`config.mk`:
```
export PLATFORM = sky130hd
export DESIGN_NAME = sticky_random_nexthop_select_flat
export DESIGN_NICKNAME = d
export VERILOG_FILES = /design/src/hw/rtl/srn_pkg.sv /design/src/hw/rtl/srn_req_if.sv /design/src/hw/rtl/srn_rsp_if.sv /design/src/hw/rtl/sticky_random_nexthop_select.sv /design/src/flat_wrapper.sv
export SDC_FILE = /design/constraint.sdc
export NUM_CORES = 1
export LEC_CHECK = 0
export BUFFER_PORTS_ARGS = -buffer_cell sky130_fd_sc_hd__buf_2
export CAP_MARGIN = 40
export CORE_UTILIZATION = 60
export DETAILED_ROUTE_END_ITERATION = 8
export MAX_ROUTING_LAYER = met4
export PLACE_DENSITY = 0.77
export SLEW_MARGIN = 25
export SYNTH_ARGS = -nofsm -noshare
export SYNTH_HDL_FRONTEND = slang
export SYNTH_SLANG_ARGS = --single-unit
```
`constraint.sdc`:
```
create_clock -name clock -period 8.1 [get_ports clock]
set_input_delay 0 -clock clock [delete_from_list [all_inputs] [get_ports clock]]
set_output_delay 0 -clock clock [all_outputs]
set_load 0.005 [all_outputs]
```
`src/hw/rtl/srn_pkg.sv`:
```
package srn_pkg;

   // Set capacity and derived widths
   localparam int MAX_FACES = 16;
   localparam int IDX_W     = (MAX_FACES > 1) ? $clog2(MAX_FACES) : 1;
   localparam int CNT_W     = $clog2(MAX_FACES + 1);

   // Fixed field widths
   localparam int KIND_W   = 2;
   localparam int FACE_W   = 16;
   localparam int NAME_W   = 64;
   localparam int DRAW_W   = 16;
   localparam int FCOUNT_W = 5;
   localparam int STATUS_W = 2;
   localparam int BIT_W    = $clog2(DRAW_W);

   // Item kinds
   localparam logic [KIND_W-1:0] KIND_LOOKUP = 2'd0;
   localparam logic [KIND_W-1:0] KIND_ADD    = 2'd1;
   localparam logic [KIND_W-1:0] KIND_REMOVE = 2'd2;

   // Result status codes
   localparam logic [STATUS_W-1:0] STATUS_DONE      = 2'd0;
   localparam logic [STATUS_W-1:0] STATUS_NO_CHANGE = 2'd1;
   localparam logic [STATUS_W-1:0] STATUS_FULL      = 2'd2;

   // Sequencer states
   typedef enum logic [4:0] {
      S_IDLE = 5'b00001,
      S_SCAN = 5'b00010,
      S_MOD  = 5'b00100,
      S_PICK = 5'b01000,
      S_RESP = 5'b10000
   } state_type;

endpackage

```
`src/hw/rtl/srn_req_if.sv`:
```
interface srn_req_if;
   logic                           valid;
   logic                           ready;
   logic [srn_pkg::KIND_W-1:0]     kind;
   logic [srn_pkg::FACE_W-1:0]     face_id;
   logic [srn_pkg::FACE_W-1:0]     ingress_face;
   logic [srn_pkg::NAME_W-1:0]     name_high;
   logic [srn_pkg::NAME_W-1:0]     name_low;
   logic [srn_pkg::DRAW_W-1:0]     random_draw;

   modport source (output valid, kind, face_id, ingress_face, name_high, name_low,
                   random_draw, input ready);
   modport sink   (input valid, kind, face_id, ingress_face, name_high, name_low,
                   random_draw, output ready);
endinterface

```
`src/hw/rtl/srn_rsp_if.sv`:
```
interface srn_rsp_if;
   logic                            valid;
   logic                            ready;
   logic                            has_face;
   logic [srn_pkg::FACE_W-1:0]      out_face;
   logic [srn_pkg::FCOUNT_W-1:0]    face_count;
   logic [srn_pkg::STATUS_W-1:0]    status;

   modport source (output valid, has_face, out_face, face_count, status, input ready);
   modport sink   (input valid, has_face, out_face, face_count, status, output ready);
endinterface

```
`src/hw/rtl/sticky_random_nexthop_select.sv`:
```
// Each accepted request scans the set member by member; add, remove and lookups
// that give no face or reuse the sticky face then respond. A fresh pick runs the
// 16-bit serial remainder unit, then one table read; unknown kinds skip the scan.
// Throughput: one transaction at a time, the next accepted once the result is taken.
// The single scan pointer over the face table and the bit-serial remainder set the pace.
// Reset (synchronous, active high) empties the set and clears the stored name.
module sticky_random_nexthop_select (
   input  logic     clock,
   input  logic     reset,
   srn_req_if.sink  req,
   srn_rsp_if.source rsp
);

   srn_pkg::state_type state_ff, state_in;

   // Face set
   logic [srn_pkg::FACE_W-1:0] table_ff [srn_pkg::MAX_FACES];
   logic [srn_pkg::FACE_W-1:0] table_in [srn_pkg::MAX_FACES];
   logic [srn_pkg::CNT_W-1:0]  count_ff, count_in;

   // Sticky state
   logic [srn_pkg::NAME_W-1:0] seg_high_ff, seg_high_in;
   logic [srn_pkg::NAME_W-1:0] seg_low_ff, seg_low_in;
   logic                       seg_valid_ff, seg_valid_in;
   logic [srn_pkg::FACE_W-1:0] last_face_ff, last_face_in;

   // Captured transaction
   logic [srn_pkg::KIND_W-1:0] kind_ff, kind_in;
   logic [srn_pkg::FACE_W-1:0] face_ff, face_in;
   logic [srn_pkg::FACE_W-1:0] ingress_ff, ingress_in;
   logic [srn_pkg::NAME_W-1:0] name_high_ff, name_high_in;
   logic [srn_pkg::NAME_W-1:0] name_low_ff, name_low_in;
   logic [srn_pkg::DRAW_W-1:0] draw_ff, draw_in;

   // Scan and remainder unit
   logic [srn_pkg::CNT_W-1:0]  idx_ff, idx_in;
   logic                       hit_key_ff, hit_key_in;
   logic [srn_pkg::IDX_W-1:0]  key_pos_ff, key_pos_in;
   logic                       hit_ing_ff, hit_ing_in;
   logic [srn_pkg::IDX_W-1:0]  ing_pos_ff, ing_pos_in;
   logic [srn_pkg::CNT_W-1:0]  elig_ff, elig_in;
   logic [srn_pkg::CNT_W-1:0]  rem_ff, rem_in;
   logic [srn_pkg::BIT_W-1:0]  bit_ff, bit_in;

   // Result register
   logic                          rsp_valid_ff, rsp_valid_in;
   logic                          rsp_has_ff, rsp_has_in;
   logic [srn_pkg::FACE_W-1:0]    rsp_face_ff, rsp_face_in;
   logic [srn_pkg::FCOUNT_W-1:0]  rsp_count_ff, rsp_count_in;
   logic [srn_pkg::STATUS_W-1:0]  rsp_status_ff, rsp_status_in;

   logic [srn_pkg::FACE_W-1:0] rd_face;
   logic [srn_pkg::FACE_W-1:0] key_face;
   logic                       name_match;
   logic [srn_pkg::CNT_W:0]    rem_sh;
   logic [srn_pkg::CNT_W-1:0]  rem_next;
   logic [srn_pkg::CNT_W-1:0]  target;
   logic [srn_pkg::CNT_W-1:0]  elig_calc;

   // Single read port of the face table
   assign rd_face    = table_ff[idx_ff[srn_pkg::IDX_W-1:0]];
   assign key_face   = (kind_ff == srn_pkg::KIND_LOOKUP) ? last_face_ff : face_ff;
   assign name_match = seg_valid_ff && (seg_high_ff == name_high_ff) &&
                       (seg_low_ff == name_low_ff);
   assign elig_calc  = count_ff - srn_pkg::CNT_W'(hit_ing_ff);

   // Remainder step: shift in one draw bit, subtract the divisor when it fits
   assign rem_sh   = {rem_ff, draw_ff[bit_ff]};
   assign rem_next = (rem_sh >= {1'b0, elig_ff}) ?
                     srn_pkg::CNT_W'(rem_sh - {1'b0, elig_ff}) :
                     rem_sh[srn_pkg::CNT_W-1:0];
   assign target   = rem_next;

   assign req.ready      = (state_ff == srn_pkg::S_IDLE);
   assign rsp.valid      = rsp_valid_ff;
   assign rsp.has_face   = rsp_has_ff;
   assign rsp.out_face   = rsp_face_ff;
   assign rsp.face_count = rsp_count_ff;
   assign rsp.status     = rsp_status_ff;

   // Sequencer
   always_comb begin
      state_in      = state_ff;
      for (int j = 0; j < srn_pkg::MAX_FACES; j++) begin
         table_in[j] = table_ff[j];
      end
      count_in      = count_ff;
      seg_high_in   = seg_high_ff;
      seg_low_in    = seg_low_ff;
      seg_valid_in  = seg_valid_ff;
      last_face_in  = last_face_ff;
      kind_in       = kind_ff;
      face_in       = face_ff;
      ingress_in    = ingress_ff;
      name_high_in  = name_high_ff;
      name_low_in   = name_low_ff;
      draw_in       = draw_ff;
      idx_in        = idx_ff;
      hit_key_in    = hit_key_ff;
      key_pos_in    = key_pos_ff;
      hit_ing_in    = hit_ing_ff;
      ing_pos_in    = ing_pos_ff;
      elig_in       = elig_ff;
      rem_in        = rem_ff;
      bit_in        = bit_ff;
      rsp_valid_in  = rsp_valid_ff;
      rsp_has_in    = rsp_has_ff;
      rsp_face_in   = rsp_face_ff;
      rsp_count_in  = rsp_count_ff;
      rsp_status_in = rsp_status_ff;

      unique case (state_ff)
         srn_pkg::S_IDLE: begin
            // Capture the transaction and start the scan
            if (req.valid) begin
               kind_in      = req.kind;
               face_in      = req.face_id;
               ingress_in   = req.ingress_face;
               name_high_in = req.name_high;
               name_low_in  = req.name_low;
               draw_in      = req.random_draw;
               idx_in       = '0;
               hit_key_in   = 1'b0;
               hit_ing_in   = 1'b0;
               key_pos_in   = '0;
               ing_pos_in   = '0;
               if ((req.kind == srn_pkg::KIND_LOOKUP) || (req.kind == srn_pkg::KIND_ADD) ||
                   (req.kind == srn_pkg::KIND_REMOVE)) begin
                  state_in = srn_pkg::S_SCAN;
               end else begin
                  // Unknown kind: ignore
                  rsp_valid_in  = 1'b1;
                  rsp_has_in    = 1'b0;
                  rsp_face_in   = '0;
                  rsp_count_in  = srn_pkg::FCOUNT_W'(count_ff);
                  rsp_status_in = srn_pkg::STATUS_NO_CHANGE;
                  state_in      = srn_pkg::S_RESP;
               end
            end
         end

         srn_pkg::S_SCAN: begin
            if (idx_ff != count_ff) begin
               // Compare one member against the key and the ingress face
               if (rd_face == key_face) begin
                  hit_key_in = 1'b1;
                  key_pos_in = idx_ff[srn_pkg::IDX_W-1:0];
               end
               if (rd_face == ingress_ff) begin
                  hit_ing_in = 1'b1;
                  ing_pos_in = idx_ff[srn_pkg::IDX_W-1:0];
               end
               idx_in = idx_ff + 1'b1;
            end else begin
               // Scan over: decide
               rsp_has_in    = 1'b0;
               rsp_face_in   = '0;
               rsp_status_in = srn_pkg::STATUS_DONE;
               state_in      = srn_pkg::S_RESP;
               rsp_valid_in  = 1'b1;
               if (kind_ff == srn_pkg::KIND_ADD) begin
                  if (hit_key_ff) begin
                     rsp_status_in = srn_pkg::STATUS_NO_CHANGE;
                  end else if (count_ff >= srn_pkg::CNT_W'(srn_pkg::MAX_FACES)) begin
                     rsp_status_in = srn_pkg::STATUS_FULL;
                  end else begin
                     table_in[count_ff[srn_pkg::IDX_W-1:0]] = face_ff;
                     count_in = count_ff + 1'b1;
                  end
               end else if (kind_ff == srn_pkg::KIND_REMOVE) begin
                  if (hit_key_ff) begin
                     // Close the gap, keeping set order
                     for (int j = 0; j < srn_pkg::MAX_FACES - 1; j++) begin
                        if (j >= int'(key_pos_ff)) begin
                           table_in[j] = table_ff[j+1];
                        end
                     end
                     count_in = count_ff - 1'b1;
                  end else begin
                     rsp_status_in = srn_pkg::STATUS_NO_CHANGE;
                  end
               end else begin
                  priority if ((count_ff == '0) ||
                               ((count_ff == srn_pkg::CNT_W'(1)) && hit_ing_ff)) begin
                     // Nothing to forward to
                  end else if (name_match && hit_key_ff) begin
                     rsp_has_in  = 1'b1;
                     rsp_face_in = last_face_ff;
                  end else begin
                     if (!name_match) begin
                        seg_high_in  = name_high_ff;
                        seg_low_in   = name_low_ff;
                        seg_valid_in = 1'b1;
                     end
                     if (elig_calc != '0) begin
                        // Hand over to the remainder unit
                        elig_in      = elig_calc;
                        rem_in       = '0;
                        bit_in       = srn_pkg::BIT_W'(srn_pkg::DRAW_W - 1);
                        rsp_valid_in = 1'b0;
                        state_in     = srn_pkg::S_MOD;
                     end
                  end
               end
               rsp_count_in = srn_pkg::FCOUNT_W'(count_in);
            end
         end

         srn_pkg::S_MOD: begin
            // One remainder bit a cycle, most significant first
            rem_in = rem_next;
            if (bit_ff == '0) begin
               // Skip over the ingress face in set order
               if (hit_ing_ff && (target >= srn_pkg::CNT_W'(ing_pos_ff))) begin
                  idx_in = target + 1'b1;
               end else begin
                  idx_in = target;
               end
               state_in = srn_pkg::S_PICK;
            end else begin
               bit_in = bit_ff - 1'b1;
            end
         end

         srn_pkg::S_PICK: begin
            last_face_in  = rd_face;
            rsp_valid_in  = 1'b1;
            rsp_has_in    = 1'b1;
            rsp_face_in   = rd_face;
            rsp_count_in  = srn_pkg::FCOUNT_W'(count_ff);
            rsp_status_in = srn_pkg::STATUS_DONE;
            state_in      = srn_pkg::S_RESP;
         end

         srn_pkg::S_RESP: begin
            // Hold the result until taken
            if (rsp.ready) begin
               rsp_valid_in = 1'b0;
               state_in     = srn_pkg::S_IDLE;
            end
         end

         default: begin
            state_in     = srn_pkg::S_IDLE;
            rsp_valid_in = 1'b0;
         end
      endcase
   end

   // Control registers
   always_ff @(posedge clock) begin
      if (reset) begin
         state_ff     <= srn_pkg::S_IDLE;
         count_ff     <= '0;
         seg_high_ff  <= '0;
         seg_low_ff   <= '0;
         seg_valid_ff <= 1'b0;
         last_face_ff <= '0;
         rsp_valid_ff <= 1'b0;
      end else begin
         state_ff     <= state_in;
         count_ff     <= count_in;
         seg_high_ff  <= seg_high_in;
         seg_low_ff   <= seg_low_in;
         seg_valid_ff <= seg_valid_in;
         last_face_ff <= last_face_in;
         rsp_valid_ff <= rsp_valid_in;
      end
   end

   // Payload registers
   always_ff @(posedge clock) begin
      for (int j = 0; j < srn_pkg::MAX_FACES; j++) begin
         table_ff[j] <= table_in[j];
      end
      kind_ff       <= kind_in;
      face_ff       <= face_in;
      ingress_ff    <= ingress_in;
      name_high_ff  <= name_high_in;
      name_low_ff   <= name_low_in;
      draw_ff       <= draw_in;
      idx_ff        <= idx_in;
      hit_key_ff    <= hit_key_in;
      key_pos_ff    <= key_pos_in;
      hit_ing_ff    <= hit_ing_in;
      ing_pos_ff    <= ing_pos_in;
      elig_ff       <= elig_in;
      rem_ff        <= rem_in;
      bit_ff        <= bit_in;
      rsp_has_ff    <= rsp_has_in;
      rsp_face_ff   <= rsp_face_in;
      rsp_count_ff  <= rsp_count_in;
      rsp_status_ff <= rsp_status_in;
   end

   // Checks
   a_one_at_a_time: assert property (@(posedge clock) disable iff (reset)
      req.ready |-> !rsp.valid)
      else $error("request taken while a result is pending");

   a_count_bound: assert property (@(posedge clock) disable iff (reset)
      count_ff <= srn_pkg::CNT_W'(srn_pkg::MAX_FACES))
      else $error("member count beyond capacity");

   a_face_status: assert property (@(posedge clock) disable iff (reset)
      (rsp.valid && rsp.has_face) |-> (rsp.status == srn_pkg::STATUS_DONE))
      else $error("face given with a non-done status");

   a_divisor: assert property (@(posedge clock) disable iff (reset)
      (state_ff == srn_pkg::S_MOD) |-> ((elig_ff != '0) && (elig_ff <= count_ff)))
      else $error("remainder unit running with a bad divisor");

endmodule
```
`src/flat_wrapper.sv`:
```
// flat-port wrapper written by rule: the top's interface ports become plain ports
module sticky_random_nexthop_select_flat 
  (clock, reset, req_valid, req_kind, req_face_id, req_ingress_face, req_name_high, req_name_low, req_random_draw, req_ready, rsp_valid, rsp_has_face, rsp_out_face, rsp_face_count, rsp_status, rsp_ready);
  srn_req_if req_i ();
  srn_rsp_if rsp_i ();
  input  logic clock;
  input  logic reset;
  input wire logic [$bits(req_i.valid)-1:0] req_valid;
  input wire logic [$bits(req_i.kind)-1:0] req_kind;
  input wire logic [$bits(req_i.face_id)-1:0] req_face_id;
  input wire logic [$bits(req_i.ingress_face)-1:0] req_ingress_face;
  input wire logic [$bits(req_i.name_high)-1:0] req_name_high;
  input wire logic [$bits(req_i.name_low)-1:0] req_name_low;
  input wire logic [$bits(req_i.random_draw)-1:0] req_random_draw;
  output wire logic [$bits(req_i.ready)-1:0] req_ready;
  output wire logic [$bits(rsp_i.valid)-1:0] rsp_valid;
  output wire logic [$bits(rsp_i.has_face)-1:0] rsp_has_face;
  output wire logic [$bits(rsp_i.out_face)-1:0] rsp_out_face;
  output wire logic [$bits(rsp_i.face_count)-1:0] rsp_face_count;
  output wire logic [$bits(rsp_i.status)-1:0] rsp_status;
  input wire logic [$bits(rsp_i.ready)-1:0] rsp_ready;
  assign req_i.valid = req_valid;
  assign req_i.kind = req_kind;
  assign req_i.face_id = req_face_id;
  assign req_i.ingress_face = req_ingress_face;
  assign req_i.name_high = req_name_high;
  assign req_i.name_low = req_name_low;
  assign req_i.random_draw = req_random_draw;
  assign req_ready = req_i.ready;
  assign rsp_valid = rsp_i.valid;
  assign rsp_has_face = rsp_i.has_face;
  assign rsp_out_face = rsp_i.out_face;
  assign rsp_face_count = rsp_i.face_count;
  assign rsp_status = rsp_i.status;
  assign rsp_i.ready = rsp_ready;
  sticky_random_nexthop_select u_core (.clock(clock), .reset(reset), .req(req_i), .rsp(rsp_i));
endmodule
```
==> qor.txt, run 1 <==
status - finished, final reports clean
Root Driver - clkbuf_16
cell area after synthesis - 29430 um^2
GR Overflow Total - 0
Die Footprint - 49940 um^2
drt total wl - 85730 um
placed instance count - 2899
DR iter-0 viols - 2593
fin. max-slew vios - 0
starting density of the core - 61.25%
vias in the first global route - 21090
Wirelength per Cell - 26.65 um
flop2flop setup slack - 2.74 ns
hold crit path type - input pin to flip-flop
count of state elements after synthesis - 647
crit-path leading delay family - multiplexers
DRT Pass-1 Iters - 6
clock latency at the later pin of the worst-skew pair - 0.62 ns
Worst slew margin - 35.25%
Num CTS Buffers - 68
Syn Nets - 2385
Setup Skew - 0.02597 ns
pin count of the biggest net entering global routing - 130
Clock Pin Slew Worst Setup and Hold Paths - 0.07 ns
I/O pin count - 208
final setup margin - 2.739 ns
WP buf/inv - 1
row cnt - 80
Worst Setup Start Kind - flip-flop
peak fanout along the critical path - 7
PwrDens - 286.5 nW/um^2
final hold slack - 0.09424 ns
setup slack at placement - 2.857 ns
Area Growth Syn to Fin - 19.95%
VDD IR max - 220.4 uV
max incr delay on CP - 0.61 ns
final hold vios - 0
Clock Path Buffers - 3
fin nets - 2749
ys flop type - edfxtp_1
Critical-path top delay cell - o31ai_1
RSZ-0062 raised after global routing - no
Die W - 223.5 um
maxcap violations - 0
Setup Fix Bufs, Post-CTS - 0
Crit path required time - 8.58 ns
Critical Path AT - 5.85 ns
Slew @ Worst Pin - 0.9713 ns
TritonCTS clock tree - done
post-DP HPWL - 55030 um
Post-Synthesis Cells - 2180
share of flip-flops with an asynchronous set or reset - 0%
via count - 21090
leakage power - 12.05 nW
PortBufs - 207
All-Layer GR Usage - 35.46%
number of synthesized flops with an enable pin - 487
Post-Layout Cell Count - 3217
Crit Path Class - flip-flop to flip-flop
vias per cell - 6.556
CP most frequent cell - mux2_2
CP endpoint kind - flip-flop
post-synthesis sequential area ratio - 60.58%
synth warn - 0
Fin Setup TNS - 0 ns
initial antenna violation count - 5
Final period util - 66.18%
Detail Route Antenna Nets - 0
die height - 223.5 um
H-Tree Depth - 3
Unique masters post-synth - 64
Placer Congestion - 0.9584
syn avg cell area - 13.50 um^2
FMAX - 186.5 MHz
commonest cells after routing, fill and taps aside - edfxtp_1 (487), o2bb2ai_1 (226), buf_2 (206)
post-layout min period - 5.361 ns
Setup Viol. Count Final - 0
CP Cell Sequence - mux4_2, mux2i_1, mux2_2, ha_1, inv_1, fa_1, a21o_1, a22o_1, nor2_1, mux2_2, ha_1, o21ai_0, a21oi_1, o31ai_1, nor2_1, xnor2_1, o22ai_1, mux2_2
layout cells sized above 1 - 18.28%
first-pass GRT wire length - 127800 um
Core Area - 48050 um^2
# clock sinks - 647
drt drc - 0
commonest non-fill, non-tap cell in the layout - edfxtp_1
-- layout make-up --
cell class,instances,area (um^2)
repair buffers,437,3373
clock inverters,34,331.6
multi-input cells,1309,10800
inverters,81,314.1
fillers,2960,12750
clock buffers,90,1868
flip-flops and latches,647,17840
well taps,615,769.5
diodes,4,10.01
-- cell usage after synthesis, drive strengths merged, types with 23 or more instances --
cell,number,share of area [%]
mux4,74,5.7
dfxtp,160,11
xnor2,101,3.0
clkbuf,98,1.3
a22o,29,0.86
buf,45,0.80
o2bb2ai,226,6.7
nor4,23,0.54
nand4,24,0.51
nand2,90,1.1
nor2,192,2.4
a21oi,43,0.73
nor2b,47,1.0
xor2,24,0.71
mux2i,172,5.9
inv,79,1.0
edfxtp,487,50
-- cell families after synthesis --
| kind of cell | count (synthesis) | share of synthesized area, % |
|---|---|---|
| adders and majority gates | 23 | 1.003 |
| AOI/OAI and AO/OA | 437 | 11.96 |
| xor gates and xnor gates | 125 | 3.720 |
| muxes | 266 | 12.32 |
| DFF | 647 | 60.58 |
| buffers and inverters | 224 | 3.091 |
| and+or+nand+nor | 458 | 7.330 |
-- repair_timing --
item,in CTS,in global routing
endpoints found under the hold margin,233,0
hold buffers,182,0
resized for setup,0,0
-- power by group --
group          switching (mW)  leakage, nW  total, mW  internal, mW
logic                    1.49         5.18       2.49          1.00
clock network            1.34         1.07       3.14          1.80
registers               0.389         5.80       4.48          4.09
total                    3.22         12.0       10.1          6.89
-- flip-flops by register name (all words and copies together) (netlist names), 2 cells and up, named ones only --
name                   flops
u_core.bit_ff              4
u_core.count_ff            5
u_core.draw_ff            16
u_core.elig_ff             5
u_core.face_ff            16
u_core.idx_ff              5
u_core.ing_pos_ff          4
u_core.ingress_ff         16
u_core.key_pos_ff          4
u_core.kind_ff             2
u_core.last_face_ff       16
u_core.name_high_ff       64
u_core.name_low_ff        64
u_core.rem_ff              5
u_core.rsp.face_count      5
u_core.rsp.out_face       16
u_core.rsp.status          2
u_core.seg_high_ff        64
u_core.seg_low_ff         64
u_core.state_ff            5
u_core.table_ff          256
-- worst register-to-register path, stage by stage, from the launching register on --
cell and delay [ns]:
edfxtp_1 0.57, mux4_2 0.55, mux2i_1 0.19, mux2_2 0.21
ha_1 0.16, inv_1 0.06, fa_1 0.40, a21o_1 0.19
a22o_1 0.22, nor2_1 0.34, mux2_2 0.46, ha_1 0.30
o21ai_0 0.17, a21oi_1 0.09, o31ai_1 0.61, nor2_1 0.11
xnor2_1 0.17, o22ai_1 0.11, mux2_2 0.31
-- stage by stage --
step,util [%],total power [mW],cell area [um^2]
final,73.47,10.11,35300
after global placement,64.50,6.735,30990
after CTS,73.18,9.988,35160
after global routing,73.47,10.41,35300
after floorplan,-,6.004,29430
after detailed placement,64.81,6.817,31140
-- per-layer routing --
| layer | share of wire [%] | global-route usage (%) |
|---|---|---|
| met3 | 13 | 10.55 |
| met4 | 3.8 | 14.69 |
| met1 | 37 | 45.56 |
| met2 | 46 | 52.75 |
| met5 | 0 | - |
-- path summary, 6_finish.rpt --
path,end,depth (start not counted),from
hold / removal,u_core.name_low_ff[58]$_DFFE_PP_,2,req_name_low[58]
hold reg to reg,u_core.seg_valid_ff$_SDFFE_PP0P_,2,u_core.seg_valid_ff$_SDFFE_PP0P_
setup reg to reg,flip-flop,18,u_core.bit_ff[2]$_SDFFCE_PN1P_
setup / recovery,flip-flop,18,u_core.bit_ff[2]$_SDFFCE_PN1P_
Note: power is estimated with default switching activity, not from simulation.
==> run 2, diff against run 1 <==
--- a/config.mk
+++ b/config.mk
@@ -5,6 +5,7 @@
 export SDC_FILE = /design/constraint.sdc
 export NUM_CORES = 1
 export LEC_CHECK = 0
+export ABC_AREA = 1
 export BUFFER_PORTS_ARGS = -buffer_cell sky130_fd_sc_hd__buf_2
 export CAP_MARGIN = 40
 export CORE_UTILIZATION = 60
==> constraint.sdc (replaced) <==
create_clock -name clock -period 5.6 [get_ports clock]
set_input_delay 0 -clock clock [delete_from_list [all_inputs] [get_ports clock]]
set_output_delay 0 -clock clock [all_outputs]
set_load 0.005 [all_outputs]
==> run 2 against run 1 <==
Net effect:
- hold slack got worse by 0.014 ns
- non-clock buffer count down 2
- die area up 6.0%
- largest cell class unchanged
- synthesized area up 6.1%
- via count up 27%
- synthesized cell count increased by 64%
- global-route usage down 0.25 points
- clock power increased by 56%
==> qor.txt, run 2 <==
Num CTS Buffers - 69
initial antenna violation count - 0
Core Area - 51410 um^2
Area after DPL - 32890 um^2
clock latency at the later pin of the worst-skew pair - 0.63 ns
Register Area - 17830 um^2
Detail Route Antenna Nets - 0
commonest cells after routing, fill and taps aside - nand2_1 (984), edfxtp_1 (487), inv_1 (453)
share of flip-flops with an asynchronous set or reset - 0%
first-pass GRT wire length - 140100 um
row cnt - 83
PwrDens - 381.5 nW/um^2
number of synthesized flops with an enable pin - 487
final hold slack - 0.07987 ns
H-Tree Depth - 3
via count - 26820
footprint of the multi-input gates - 10970 um^2
DR iter-0 viols - 3225
most frequent cell after synthesis - nand2_1
drt total wl - 91220 um
cell area after layout - 37210 um^2
FMAX - 217.4 MHz
Die W - 230.1 um
vias in the first global route - 25730
layout cells sized above 1 - 10.40%
setup slack at placement - 1.105 ns
fin nets - 4121
Setup Viol. Count Final - 0
post-layout util - 72.38%
Post-Layout Cell Count - 4652
Yosys top cell area share - 46.85%
count of state elements after synthesis - 647
post-DP HPWL - 58460 um
Setup Skew - 0.03156 ns
top cells by area, synth - edfxtp_1 (47%), nand2_1 (12%), dfxtp_1 (10%)
leakage power - 16.04 nW
cell area after synthesis - 31210 um^2
synth warn - 0
Design Power - 14.19 mW
Critical Path AT - 5.13 ns
DRT Pass-1 Iters - 8
Fin Setup TNS - 0 ns
All-Layer GR Usage - 35.21%
Slew @ Worst Pin - 0.9314 ns
ys flop type - edfxtp_1
maxcap violations - 0
placed instance count - 4337
starting density of the core - 60.72%
post-synthesis sequential area ratio - 57.11%
I/O pin count - 208
Syn Nets - 3784
Clock Pin Slew Worst Setup and Hold Paths - 0.06 ns
Crit path required time - 6.13 ns
Commonest cells post-synth - nand2_1 (984), edfxtp_1 (487), inv_1 (455)
area leader, netlist - edfxtp_1
fin. max-slew vios - 0
peak fanout along the critical path - 13
fillers - 3637
Worst slew margin - 37.91%
# clock sinks - 647
Clock Path Buffers - 3
Placer Congestion - 0.9398
syn avg cell area - 8.722 um^2
post-layout min period - 4.599 ns
TritonCTS clock tree - done
Area Growth Syn to Fin - 19.20%
Post-Synthesis Cells - 3579
final setup margin - 1.001 ns
max FFs per register - 256
drt drc - 0
vias per cell - 5.765
pin count of the biggest net entering global routing - 145
antenna cells - 0
Wirelength per Cell - 19.61 um
Worst Setup Start Kind - flip-flop
Die Footprint - 52940 um^2
Root Driver - clkbuf_16
Final period util - 82.13%
RSZ-0062 raised after global routing - no
GR Overflow Total - 0
status - finished, final reports clean
commonest non-fill, non-tap cell in the layout - nand2_1
CP endpoint kind - flip-flop
Crit Path Class - flip-flop to flip-flop
die height - 230.1 um
final hold vios - 0
VDD IR max - 287.4 uV
Most flops, register - u_core.table_ff
Unique masters post-synth - 48
PortBufs - 207
hold crit path type - input pin to flip-flop
-- run 2: changes by cell type after synthesis, moves of 157 or more --
cell       change
nand2_1      +894
mux2i_1      -157
inv_1        +376
nor2_1       +227
o2bb2ai_1    -226
o21ai_0      +190
-- run 2: metal layers --
metal / global-route usage (%) / vias up / wire length, um
met4: 19.08 / 0 / 5207
met3: 4.576 / 293 / 6603
met1: 40.95 / 12520 / 34050
met5: - / - / 0
li1: - / 12580 / -
met2: 59.31 / 1435 / 45360
-- run 2: final timing paths --
kind / slack [ns] / end / start / cells past startpoint
worst min-delay path: 0.08 / u_core.name_low_ff[10]$_DFFE_PP_ / req_name_low[10] / 2
worst max register to register: 1.00 / flip-flop / u_core.bit_ff[0]$_SDFFCE_PN1P_ / 26
worst min register to register: 0.49 / u_core.rsp.valid$_SDFFE_PP0P_ / u_core.rsp.valid$_SDFFE_PP0P_ / 2
worst max-delay path: 1.00 / flip-flop / u_core.bit_ff[0]$_SDFFCE_PN1P_ / 26
-- run 2: worst max-delay path: stages, from the launching register on --
cell,delay [ns]
edfxtp_1,0.58
inv_1,0.22
o21ai_0,0.23
o211ai_1,0.11
nand3_1,0.09
nand2_1,0.10
inv_1,0.07
ha_1,0.13
inv_1,0.05
fa_1,0.40
nand2_1,0.08
nand2_1,0.06
nand2_1,0.08
nand2_1,0.17
o21ai_0,0.52
ha_1,0.33
o21ai_0,0.15
a21boi_0,0.09
o21ai_0,0.15
nand3_1,0.09
nand2_1,0.14
inv_1,0.10
nand3_1,0.12
nand3_1,0.09
o21ai_0,0.15
nand2_1,0.09
o21ai_0,0.11
-- run 2: cell type report --
| cell class | instances | share of cell area (%) |
|---|---|---|
| clock buffer | 97 | 5.404 |
| clock inverter | 30 | 1.066 |
| inverter | 468 | 4.745 |
| multi-input combinational | 2295 | 29.49 |
| sequential | 647 | 47.93 |
| tap | 680 | 2.287 |
| timing repair buffer | 435 | 9.080 |
-- run 2: cells by family after synthesis --
logic type      Yosys count  share of synthesized area [%]
xor+xnor                 44                          1.235
mux                      14                         0.4489
flops                   647                          57.11
simple gates           1660                          21.52
buf+inv                 637                          8.201
compound gates          554                          10.54
fa+ha+maj                23                         0.9460
-- run 2: timing repair --
item | in CTS | in global routing
endpoints found under the hold margin | 202 | 0
setup buffers | 0 | 0
gates resized for setup | 0 | 0
hold buffers | 182 | 0
-- run 2: report_power, final --
part	total, mW	switching, mW	internal, mW
clock network	4.90	1.96	2.93
registers	6.13	0.421	5.71
logic	3.17	2.15	1.02
total	14.2	4.54	9.66
